<file path="src/rtl/core/lazy_range_add_range_sum_tree_assert.svh">
// assertion macros used by the lazy range tree rtl
`ifndef LAZY_RANGE_ADD_RANGE_SUM_TREE_ASSERT_SVH
`define LAZY_RANGE_ADD_RANGE_SUM_TREE_ASSERT_SVH
`ifndef ASSERT_OFF
`define LRST_ASSERT(lbl, clk, rst_n, prop) \
    lbl: assert property (@(posedge clk) disable iff (!rst_n) prop) \
        else $error("lrst assertion failed");
`define LRST_ASSERT_ALWAYS(lbl, clk, prop) \
    lbl: assert property (@(posedge clk) prop) \
        else $error("lrst assertion failed");
`else
`define LRST_ASSERT(lbl, clk, rst_n, prop)
`define LRST_ASSERT_ALWAYS(lbl, clk, prop)
`endif
`endif

</file>
<file path="src/rtl/core/lrst_pkg.sv">
// types, constants and helpers of the lazy range add / range sum tree
`default_nettype none
package lrst_pkg;

    localparam int LEAVES  = 1024;
    localparam int LG      = $clog2(LEAVES);
    localparam int NODES   = 2 * LEAVES;
    localparam int NODE_W  = LG + 1;
    localparam int BND_W   = LG + 2;
    localparam int WT_W    = LG + 1;
    localparam int LVL_W   = $clog2(LG + 1);
    localparam int VAL_W   = 64;
    localparam int OPC_W   = 3;
    localparam int LEFT_W  = LG;
    localparam int RIGHT_W = LG + 1;

    localparam logic [BND_W-1:0] LEAVES_B = BND_W'(LEAVES);

    typedef enum logic [OPC_W-1:0] {
        OPC_SET  = 3'd0,
        OPC_ADD  = 3'd1,
        OPC_READ = 3'd2,
        OPC_SUM  = 3'd3,
        OPC_RADD = 3'd4
    } t_opcode;

    typedef struct packed {
        logic [OPC_W-1:0]   opcode;
        logic [LEFT_W-1:0]  left_index;
        logic [RIGHT_W-1:0] right_index;
        logic signed [VAL_W-1:0] value;
        logic               weight;
    } t_in_item;

    typedef struct packed {
        logic signed [VAL_W-1:0] sum_value;
        logic [WT_W-1:0]         sum_weight;
    } t_out_item;

    typedef enum logic [3:0] {
        ACT_NONE,
        ACT_LOAD,
        ACT_ADDEND,
        ACT_MUL,
        ACT_TAG,
        ACT_PCLR,
        ACT_LATCH,
        ACT_PULL,
        ACT_SET,
        ACT_ADDLEAF,
        ACT_ACC,
        ACT_EMIT,
        ACT_INIT
    } t_act;

    typedef struct packed {
        logic              rd_en;
        logic [NODE_W-1:0] rd_addr;
        logic [NODE_W-1:0] wr_addr;
        t_act              act;
        logic              use_val;
    } t_cmd;

    typedef struct packed {
        logic out_free;
    } t_stat;

    // reset weight of node k: leaves 1, internal nodes their leaf count
    function automatic logic [WT_W-1:0] init_weight(input logic [NODE_W-1:0] k);
        logic [WT_W-1:0] w;
        w = '0;
        for (int d = 0; d < NODE_W; d++) begin
            if (k[d]) begin
                w = WT_W'(LEAVES >> d);
            end
        end
        return w;
    endfunction

endpackage
`default_nettype wire

</file>
<file path="src/rtl/core/lrst_ctrl.sv">
// sequencer for push-down, range walk and pull-up over the node memories
`default_nettype none
`include "lazy_range_add_range_sum_tree_assert.svh"
module lrst_ctrl (
    input  logic              i_clk,
    input  logic              i_rst_n,
    input  logic              i_in_valid,
    output logic              o_in_stall,
    input  lrst_pkg::t_in_item i_in_data,
    input  lrst_pkg::t_stat   i_stat,
    output lrst_pkg::t_cmd    o_cmd
);
    typedef enum logic [4:0] {
        S_CLEAR, S_IDLE, S_PCHK, S_PD1, S_PD2, S_PD3, S_PD4, S_PD5, S_PD6,
        S_ACT, S_LEAF_ADD, S_LA, S_LB, S_LSH, S_N1, S_N2,
        S_UCHK, S_PU1, S_PU2, S_EMIT
    } t_state;

    t_state r_state, n_state;
    logic [lrst_pkg::OPC_W-1:0]  r_op, n_op;
    logic [lrst_pkg::BND_W-1:0]  r_l, n_l, r_r, n_r, r_a, n_a, r_b, n_b;
    logic [lrst_pkg::LVL_W-1:0]  r_lvl, n_lvl;
    logic                        r_side, n_side;
    logic [lrst_pkg::NODE_W-1:0] r_node, n_node, r_clr, n_clr;

    logic [lrst_pkg::BND_W-1:0]  w_base, w_edge, w_mask, w_shift, w_lft, w_rgt, w_bm1;
    logic [lrst_pkg::NODE_W-1:0] w_tgt, w_tgt2;
    logic                        w_cond;
    lrst_pkg::t_cmd              w_cmd;

    // node on the left or right boundary path at the current level
    assign w_base  = r_side ? (r_r - lrst_pkg::BND_W'(1)) : r_l;
    assign w_edge  = r_side ? r_r : r_l;
    assign w_mask  = ~({lrst_pkg::BND_W{1'b1}} << r_lvl);
    assign w_cond  = |(w_edge & w_mask);
    assign w_shift = w_base >> r_lvl;
    assign w_tgt   = w_shift[lrst_pkg::NODE_W-1:0];
    assign w_tgt2  = {w_tgt[lrst_pkg::NODE_W-2:0], 1'b0};
    assign w_bm1   = r_b - lrst_pkg::BND_W'(1);

    assign w_lft = lrst_pkg::BND_W'(i_in_data.left_index);
    assign w_rgt = (lrst_pkg::BND_W'(i_in_data.right_index) > lrst_pkg::LEAVES_B)
                 ? lrst_pkg::LEAVES_B : lrst_pkg::BND_W'(i_in_data.right_index);

    assign o_in_stall = (r_state != S_IDLE);
    assign o_cmd      = w_cmd;

    always_comb begin
        n_state = r_state;
        n_op    = r_op;
        n_l     = r_l;
        n_r     = r_r;
        n_a     = r_a;
        n_b     = r_b;
        n_lvl   = r_lvl;
        n_side  = r_side;
        n_node  = r_node;
        n_clr   = r_clr;
        w_cmd   = '{rd_en: 1'b0, rd_addr: '0, wr_addr: '0,
                    act: lrst_pkg::ACT_NONE, use_val: 1'b0};
        unique case (r_state)
            S_CLEAR: begin
                w_cmd.act     = lrst_pkg::ACT_INIT;
                w_cmd.wr_addr = r_clr;
                n_clr         = r_clr + lrst_pkg::NODE_W'(1);
                if (&r_clr) begin
                    n_state = S_IDLE;
                end
            end
            S_IDLE: begin
                if (i_in_valid) begin
                    w_cmd.act = lrst_pkg::ACT_LOAD;
                    n_op      = i_in_data.opcode;
                    n_lvl     = lrst_pkg::LVL_W'(lrst_pkg::LG);
                    n_side    = 1'b0;
                    case (i_in_data.opcode) inside
                        lrst_pkg::OPC_SET, lrst_pkg::OPC_ADD, lrst_pkg::OPC_READ: begin
                            if (w_lft < lrst_pkg::LEAVES_B) begin
                                n_l     = w_lft + lrst_pkg::LEAVES_B;
                                n_r     = w_lft + lrst_pkg::LEAVES_B + lrst_pkg::BND_W'(1);
                                n_state = S_PCHK;
                            end else if (i_in_data.opcode == lrst_pkg::OPC_READ) begin
                                n_state = S_EMIT;
                            end
                        end
                        lrst_pkg::OPC_SUM, lrst_pkg::OPC_RADD: begin
                            if (w_lft < w_rgt) begin
                                n_l     = w_lft + lrst_pkg::LEAVES_B;
                                n_r     = w_rgt + lrst_pkg::LEAVES_B;
                                n_state = S_PCHK;
                            end else if (i_in_data.opcode == lrst_pkg::OPC_SUM) begin
                                n_state = S_EMIT;
                            end
                        end
                        default: ;
                    endcase
                end
            end
            S_PCHK, S_PD6: begin
                if (r_state == S_PD6 || !w_cond) begin
                    if (r_state == S_PD6) begin
                        w_cmd.act     = lrst_pkg::ACT_PCLR;
                        w_cmd.wr_addr = r_node;
                    end
                    if (r_side) begin
                        if (r_lvl == lrst_pkg::LVL_W'(1)) begin
                            n_state = S_ACT;
                        end else begin
                            n_side  = 1'b0;
                            n_lvl   = r_lvl - lrst_pkg::LVL_W'(1);
                            n_state = S_PCHK;
                        end
                    end else begin
                        n_side  = 1'b1;
                        n_state = S_PCHK;
                    end
                end else begin
                    w_cmd.rd_en   = 1'b1;
                    w_cmd.rd_addr = w_tgt;
                    n_node        = w_tgt;
                    n_state       = S_PD1;
                end
            end
            S_PD1: begin
                w_cmd.act     = lrst_pkg::ACT_ADDEND;
                w_cmd.rd_en   = 1'b1;
                w_cmd.rd_addr = {r_node[lrst_pkg::NODE_W-2:0], 1'b0};
                n_state       = S_PD2;
            end
            S_PD2: begin
                w_cmd.act = lrst_pkg::ACT_MUL;
                n_state   = S_PD3;
            end
            S_PD3: begin
                w_cmd.act     = lrst_pkg::ACT_TAG;
                w_cmd.wr_addr = {r_node[lrst_pkg::NODE_W-2:0], 1'b0};
                w_cmd.rd_en   = 1'b1;
                w_cmd.rd_addr = {r_node[lrst_pkg::NODE_W-2:0], 1'b1};
                n_state       = S_PD4;
            end
            S_PD4: begin
                w_cmd.act = lrst_pkg::ACT_MUL;
                n_state   = S_PD5;
            end
            S_PD5: begin
                w_cmd.act     = lrst_pkg::ACT_TAG;
                w_cmd.wr_addr = {r_node[lrst_pkg::NODE_W-2:0], 1'b1};
                n_state       = S_PD6;
            end
            S_ACT: begin
                case (r_op) inside
                    lrst_pkg::OPC_SET: begin
                        w_cmd.act     = lrst_pkg::ACT_SET;
                        w_cmd.wr_addr = r_l[lrst_pkg::NODE_W-1:0];
                        n_lvl         = lrst_pkg::LVL_W'(1);
                        n_side        = 1'b0;
                        n_state       = S_UCHK;
                    end
                    lrst_pkg::OPC_ADD: begin
                        w_cmd.rd_en   = 1'b1;
                        w_cmd.rd_addr = r_l[lrst_pkg::NODE_W-1:0];
                        n_state       = S_LEAF_ADD;
                    end
                    default: begin
                        // a point read walks the range of one leaf
                        n_a     = r_l;
                        n_b     = r_r;
                        n_state = S_LA;
                    end
                endcase
            end
            S_LEAF_ADD: begin
                w_cmd.act     = lrst_pkg::ACT_ADDLEAF;
                w_cmd.wr_addr = r_l[lrst_pkg::NODE_W-1:0];
                n_lvl         = lrst_pkg::LVL_W'(1);
                n_side        = 1'b0;
                n_state       = S_UCHK;
            end
            S_LA: begin
                if (r_a >= r_b) begin
                    if (r_op == lrst_pkg::OPC_RADD) begin
                        n_lvl   = lrst_pkg::LVL_W'(1);
                        n_side  = 1'b0;
                        n_state = S_UCHK;
                    end else begin
                        n_state = S_EMIT;
                    end
                end else if (r_a[0]) begin
                    w_cmd.rd_en   = 1'b1;
                    w_cmd.rd_addr = r_a[lrst_pkg::NODE_W-1:0];
                    n_node        = r_a[lrst_pkg::NODE_W-1:0];
                    n_a           = r_a + lrst_pkg::BND_W'(1);
                    n_side        = 1'b0;
                    n_state       = S_N1;
                end else begin
                    n_state = S_LB;
                end
            end
            S_LB: begin
                if (r_b[0]) begin
                    w_cmd.rd_en   = 1'b1;
                    w_cmd.rd_addr = w_bm1[lrst_pkg::NODE_W-1:0];
                    n_node        = w_bm1[lrst_pkg::NODE_W-1:0];
                    n_b           = w_bm1;
                    n_side        = 1'b1;
                    n_state       = S_N1;
                end else begin
                    n_state = S_LSH;
                end
            end
            S_LSH: begin
                n_a     = r_a >> 1;
                n_b     = r_b >> 1;
                n_state = S_LA;
            end
            S_N1: begin
                if (r_op == lrst_pkg::OPC_RADD) begin
                    w_cmd.act     = lrst_pkg::ACT_MUL;
                    w_cmd.use_val = 1'b1;
                    n_state       = S_N2;
                end else begin
                    w_cmd.act = lrst_pkg::ACT_ACC;
                    n_state   = r_side ? S_LSH : S_LB;
                end
            end
            S_N2: begin
                w_cmd.act     = lrst_pkg::ACT_TAG;
                w_cmd.wr_addr = r_node;
                n_state       = r_side ? S_LSH : S_LB;
            end
            S_UCHK, S_PU2: begin
                if (r_state == S_PU2 || !w_cond) begin
                    if (r_state == S_PU2) begin
                        w_cmd.act     = lrst_pkg::ACT_PULL;
                        w_cmd.wr_addr = r_node;
                    end
                    if (r_side) begin
                        if (r_lvl == lrst_pkg::LVL_W'(lrst_pkg::LG)) begin
                            n_state = S_IDLE;
                        end else begin
                            n_side  = 1'b0;
                            n_lvl   = r_lvl + lrst_pkg::LVL_W'(1);
                            n_state = S_UCHK;
                        end
                    end else begin
                        n_side  = 1'b1;
                        n_state = S_UCHK;
                    end
                end else begin
                    w_cmd.rd_en   = 1'b1;
                    w_cmd.rd_addr = w_tgt2;
                    n_node        = w_tgt;
                    n_state       = S_PU1;
                end
            end
            S_PU1: begin
                w_cmd.act     = lrst_pkg::ACT_LATCH;
                w_cmd.rd_en   = 1'b1;
                w_cmd.rd_addr = {r_node[lrst_pkg::NODE_W-2:0], 1'b1};
                n_state       = S_PU2;
            end
            S_EMIT: begin
                if (i_stat.out_free) begin
                    w_cmd.act = lrst_pkg::ACT_EMIT;
                    n_state   = S_IDLE;
                end
            end
            default: n_state = S_IDLE;
        endcase
    end

    always_ff @(posedge i_clk) begin
        if (!i_rst_n) begin
            r_state <= S_CLEAR;
            r_clr   <= '0;
            r_op    <= '0;
            r_lvl   <= '0;
            r_side  <= 1'b0;
        end else begin
            r_state <= n_state;
            r_clr   <= n_clr;
            r_op    <= n_op;
            r_lvl   <= n_lvl;
            r_side  <= n_side;
        end
        r_l    <= n_l;
        r_r    <= n_r;
        r_a    <= n_a;
        r_b    <= n_b;
        r_node <= n_node;
    end

    `LRST_ASSERT(a_emit_free, i_clk, i_rst_n, (o_cmd.act == lrst_pkg::ACT_EMIT) |-> i_stat.out_free)
    `LRST_ASSERT(a_push_internal, i_clk, i_rst_n, (r_state == S_PD1) |-> (r_node != '0 && !r_node[lrst_pkg::NODE_W-1]))
    `LRST_ASSERT(a_clear_runs, i_clk, i_rst_n, (r_state == S_CLEAR && !(&r_clr)) |=> (r_state == S_CLEAR))
endmodule
`default_nettype wire

</file>
<file path="config.mk">
export PLATFORM = sky130hd
export DESIGN_NAME = lrst_ctrl
export DESIGN_NICKNAME = d
export VERILOG_FILES = /design/src/rtl/core/lrst_pkg.sv /design/src/rtl/core/lrst_ctrl.sv
export VERILOG_INCLUDE_DIRS = /design/src /design/src/rtl/core
export SDC_FILE = /design/constraint.sdc
export NUM_CORES = 1
export LEC_CHECK = 0
export ABC_AREA = 0
export ABC_CLOCK_PERIOD_IN_PS = 3800
export BUFFER_PORTS_ARGS = -buffer_cell sky130_fd_sc_hd__buf_2
export CORE_ASPECT_RATIO = 0.5
export CORE_MARGIN = 10
export CORE_UTILIZATION = 52
export DETAILED_ROUTE_END_ITERATION = 16
export MAX_ROUTING_LAYER = met4
export PLACE_DENSITY = 0.75
export RECOVER_POWER = 50
export SLEW_MARGIN = 15
export SYNTH_ARGS = -nofsm -noshare
export SYNTH_HDL_FRONTEND = slang
export SYNTH_SLANG_ARGS = --single-unit
</file>
<file path="constraint.sdc">
create_clock -name i_clk -period 3.8 [get_ports i_clk]
set_input_delay 0.19 -clock i_clk [delete_from_list [all_inputs] [get_ports i_clk]]
set_output_delay 0.19 -clock i_clk [all_outputs]
set_load 0.02 [all_outputs]
</file>
==> impl_metrics.toml <==
[cells_and_area]
drive_above_1_share_pct = 12.6
final_cells = 1093
fin_nets = 1039
area_growth_pct = 11.3
diodes = 0
fillerInstances = 1253

[worst_setup_path]
critPathLaunchType = "register"
endpoint_kind = "output port"
worstSetupPathType = "register to output port"
crit_arrival_ns = 3.45
critPathMaxFanout = 10
cp_data_required_time_ns = 3.61

[sta]
finalHoldViolCount = 0
final_max_slew_viol_count = 0
fmax_mhz = 275
fin_crit_sh_pct = 95.8
finClkSkew_ns = 0.00981
setup_tns_ns = 0
tightestPinTransition_ns = 1.01
slew_headroom_pct = 32.5
period_minus_slack_ns = 3.64
finalSetupViolations = 0
rsz0062_at_grt = "false"

[routing]
drt_first_iter_violations = 1057
routedWlPerCell_um = 22.5
routed_wl_um = 24600
num_vias = 7364
vias_per_cell = 6.74
antenna_left = 0
dr.pass1.iters = 7
drc = 0

[placement]
place.gp.congestion = 1.01
io_buffers = 56
dp_hpwl_um = 18900
placedCellCount = 1077

[clock_network]
htree_levels = 3
clockBufferDepth = 2
postCtsSetupRepairBufs = 0
clk_latency_ns = 0.35
cts_resized = 0
cts_tree = "built"
cts.clk_slew.worst_paths_ns = 0.07
clkSinkCount = 81
cts.root.buffer_cell = "clkbuf_16"
cts_hold_repair.buffers = 0
numCtsBuffers = 9

[floorplan]
dieArea_um2 = 19100
core_um2 = 13500
initial_core_util_pct = 52.9
fp-row-count = 30
fp.dieH_um = 103
die_w_um = 186
ioPinCount = 122

[yosys]
ys_seq_area_share_pct = 30.7
synth_ff_type = "edfxtp_1"
ys_top_cells_by_area = "edfxtp_1 (24%), dfxtp_1 (6.7%), ha_1 (6.0%)"
synth_most_common_cell = "nor2_1"
synthDistinctLibCells = 82
netlist_area_um2 = 7130
synthTopCellsByCount = "nor2_1 (82), nand2_1 (73), o21ai_0 (63)"
ys_ff_latch = 81
synth_edf_count = 57
yosysTopAreaCell = "edfxtp_1"
avgSynthCellArea_um2 = 8.22
async_flop_share_pct = 0
synth_top_area_share_pct = 24.0
ys_warn_count = 0
syn_nets = 994
synth_cells = 867

[worst_hold_path]
hp-class = "input port to register"

[power_and_ir_drop]
p_per_area_nw_per_um2 = 538
static-leakage-power_nw = 3.01
ir_drop_mv = 0.278

[global_route]
grt_pass1_wl_um = 37800
track_usage_pct = 26.2
gr-total-overflow = 0
antenna_found_initial = 0
first_global_vias = 6788
grt_max_degree = 25

[run_status]
status = "finished clean"

[job]
cap_viol_max_count = 0
## cell type report
class / count / area, µm² / area share, %
multi-input combinational: 673 / 4520 / 56.9
tap: 176 / 220 / 2.77
inverter: 55 / 206 / 2.60
clock inverter: 5 / 57.6 / 0.725
timing repair buffer: 92 / 508 / 6.40
clock buffer: 11 / 233 / 2.93
sequential: 81 / 2190 / 27.6
## worst paths after layout
kind,from,end,slack [ns],cells after the start
min reg2reg,r_clr[9],r_clr[9],0.53,2
min,i_rst_n,r_state[0],0.12,2
max reg2reg,r_b[2],r_node[1],0.43,9
max,r_r[4],o_cmd[25],0.16,7
## where the power goes
| part | switching (mW) | leakage [nW] | internal [mW] |
|---|---|---|---|
| clock network | 0.371 | 0.143 | 0.510 |
| registers | 0.153 | 0.712 | 1.09 |
| logic | 1.36 | 2.15 | 0.785 |
## sequential cells by signal, summed over array words and instances (netlist names)
register and flops:
r_a 12, r_b 12, r_clr 11, r_l 10, r_lvl 4, r_node 11
r_op 3, r_r 12, r_side 1, r_state 5
## per-stage QoR
step | hold slack, ns | instance area [µm²] | power [mW] | util (%) | setup WS, ns
2_1_floorplan | 0.289 | 7130 | 2.64 | - | 0.699
3_3_place_gp | 0.423 | 7680 | 3.31 | 57.0 | 0.567
3_5_place_dp | 0.431 | 7680 | 3.33 | 57.0 | 0.514
4_1_cts | 0.0795 | 7970 | 4.21 | 59.1 | 0.151
5_1_grt | 0.132 | 7940 | 4.49 | 58.9 | 0.0457
6_report | 0.125 | 7940 | 4.27 | 58.9 | 0.158
## logic make-up after synthesis
logic type      share of synthesized area, %
compound gates                          26.1
xor+xnor                                4.67
fa+ha+maj                               6.11
buf+inv                                 6.16
flops                                   30.7
mux                                     4.02
simple gates                            22.2
## layer usage
layer,track usage [%],wire (µm)
met5,-,0
met4,6.52,416
met3,8.16,3080
met2,38.0,10400
met1,34.8,10700
## worst max-delay path, cell delays in order, from the launching register on
cell	delay (ns)
edfxtp_1	0.51
or4_4	0.61
or4_4	0.56
a31o_2	0.25
mux4_2	0.57
o22a_1	0.25
o211ai_2	0.17
buf_2	0.20
## cells in the final DEF (no fill, tap or decap), drive strengths merged, types with 13 or more instances in the layout
cell type,n
dfxtp,24
a21oi,45
xor2,15
nor2,83
nor3,23
ha,34
nand2,73
nand4,13
nand2b,27
o21ai,67
a222oi,24
clkbuf,33
xnor2,23
mux2i,14
a221o,15
buf,70
nand3,28
inv,54
edfxtp,57
Note: power is estimated with default switching activity, not from simulation.
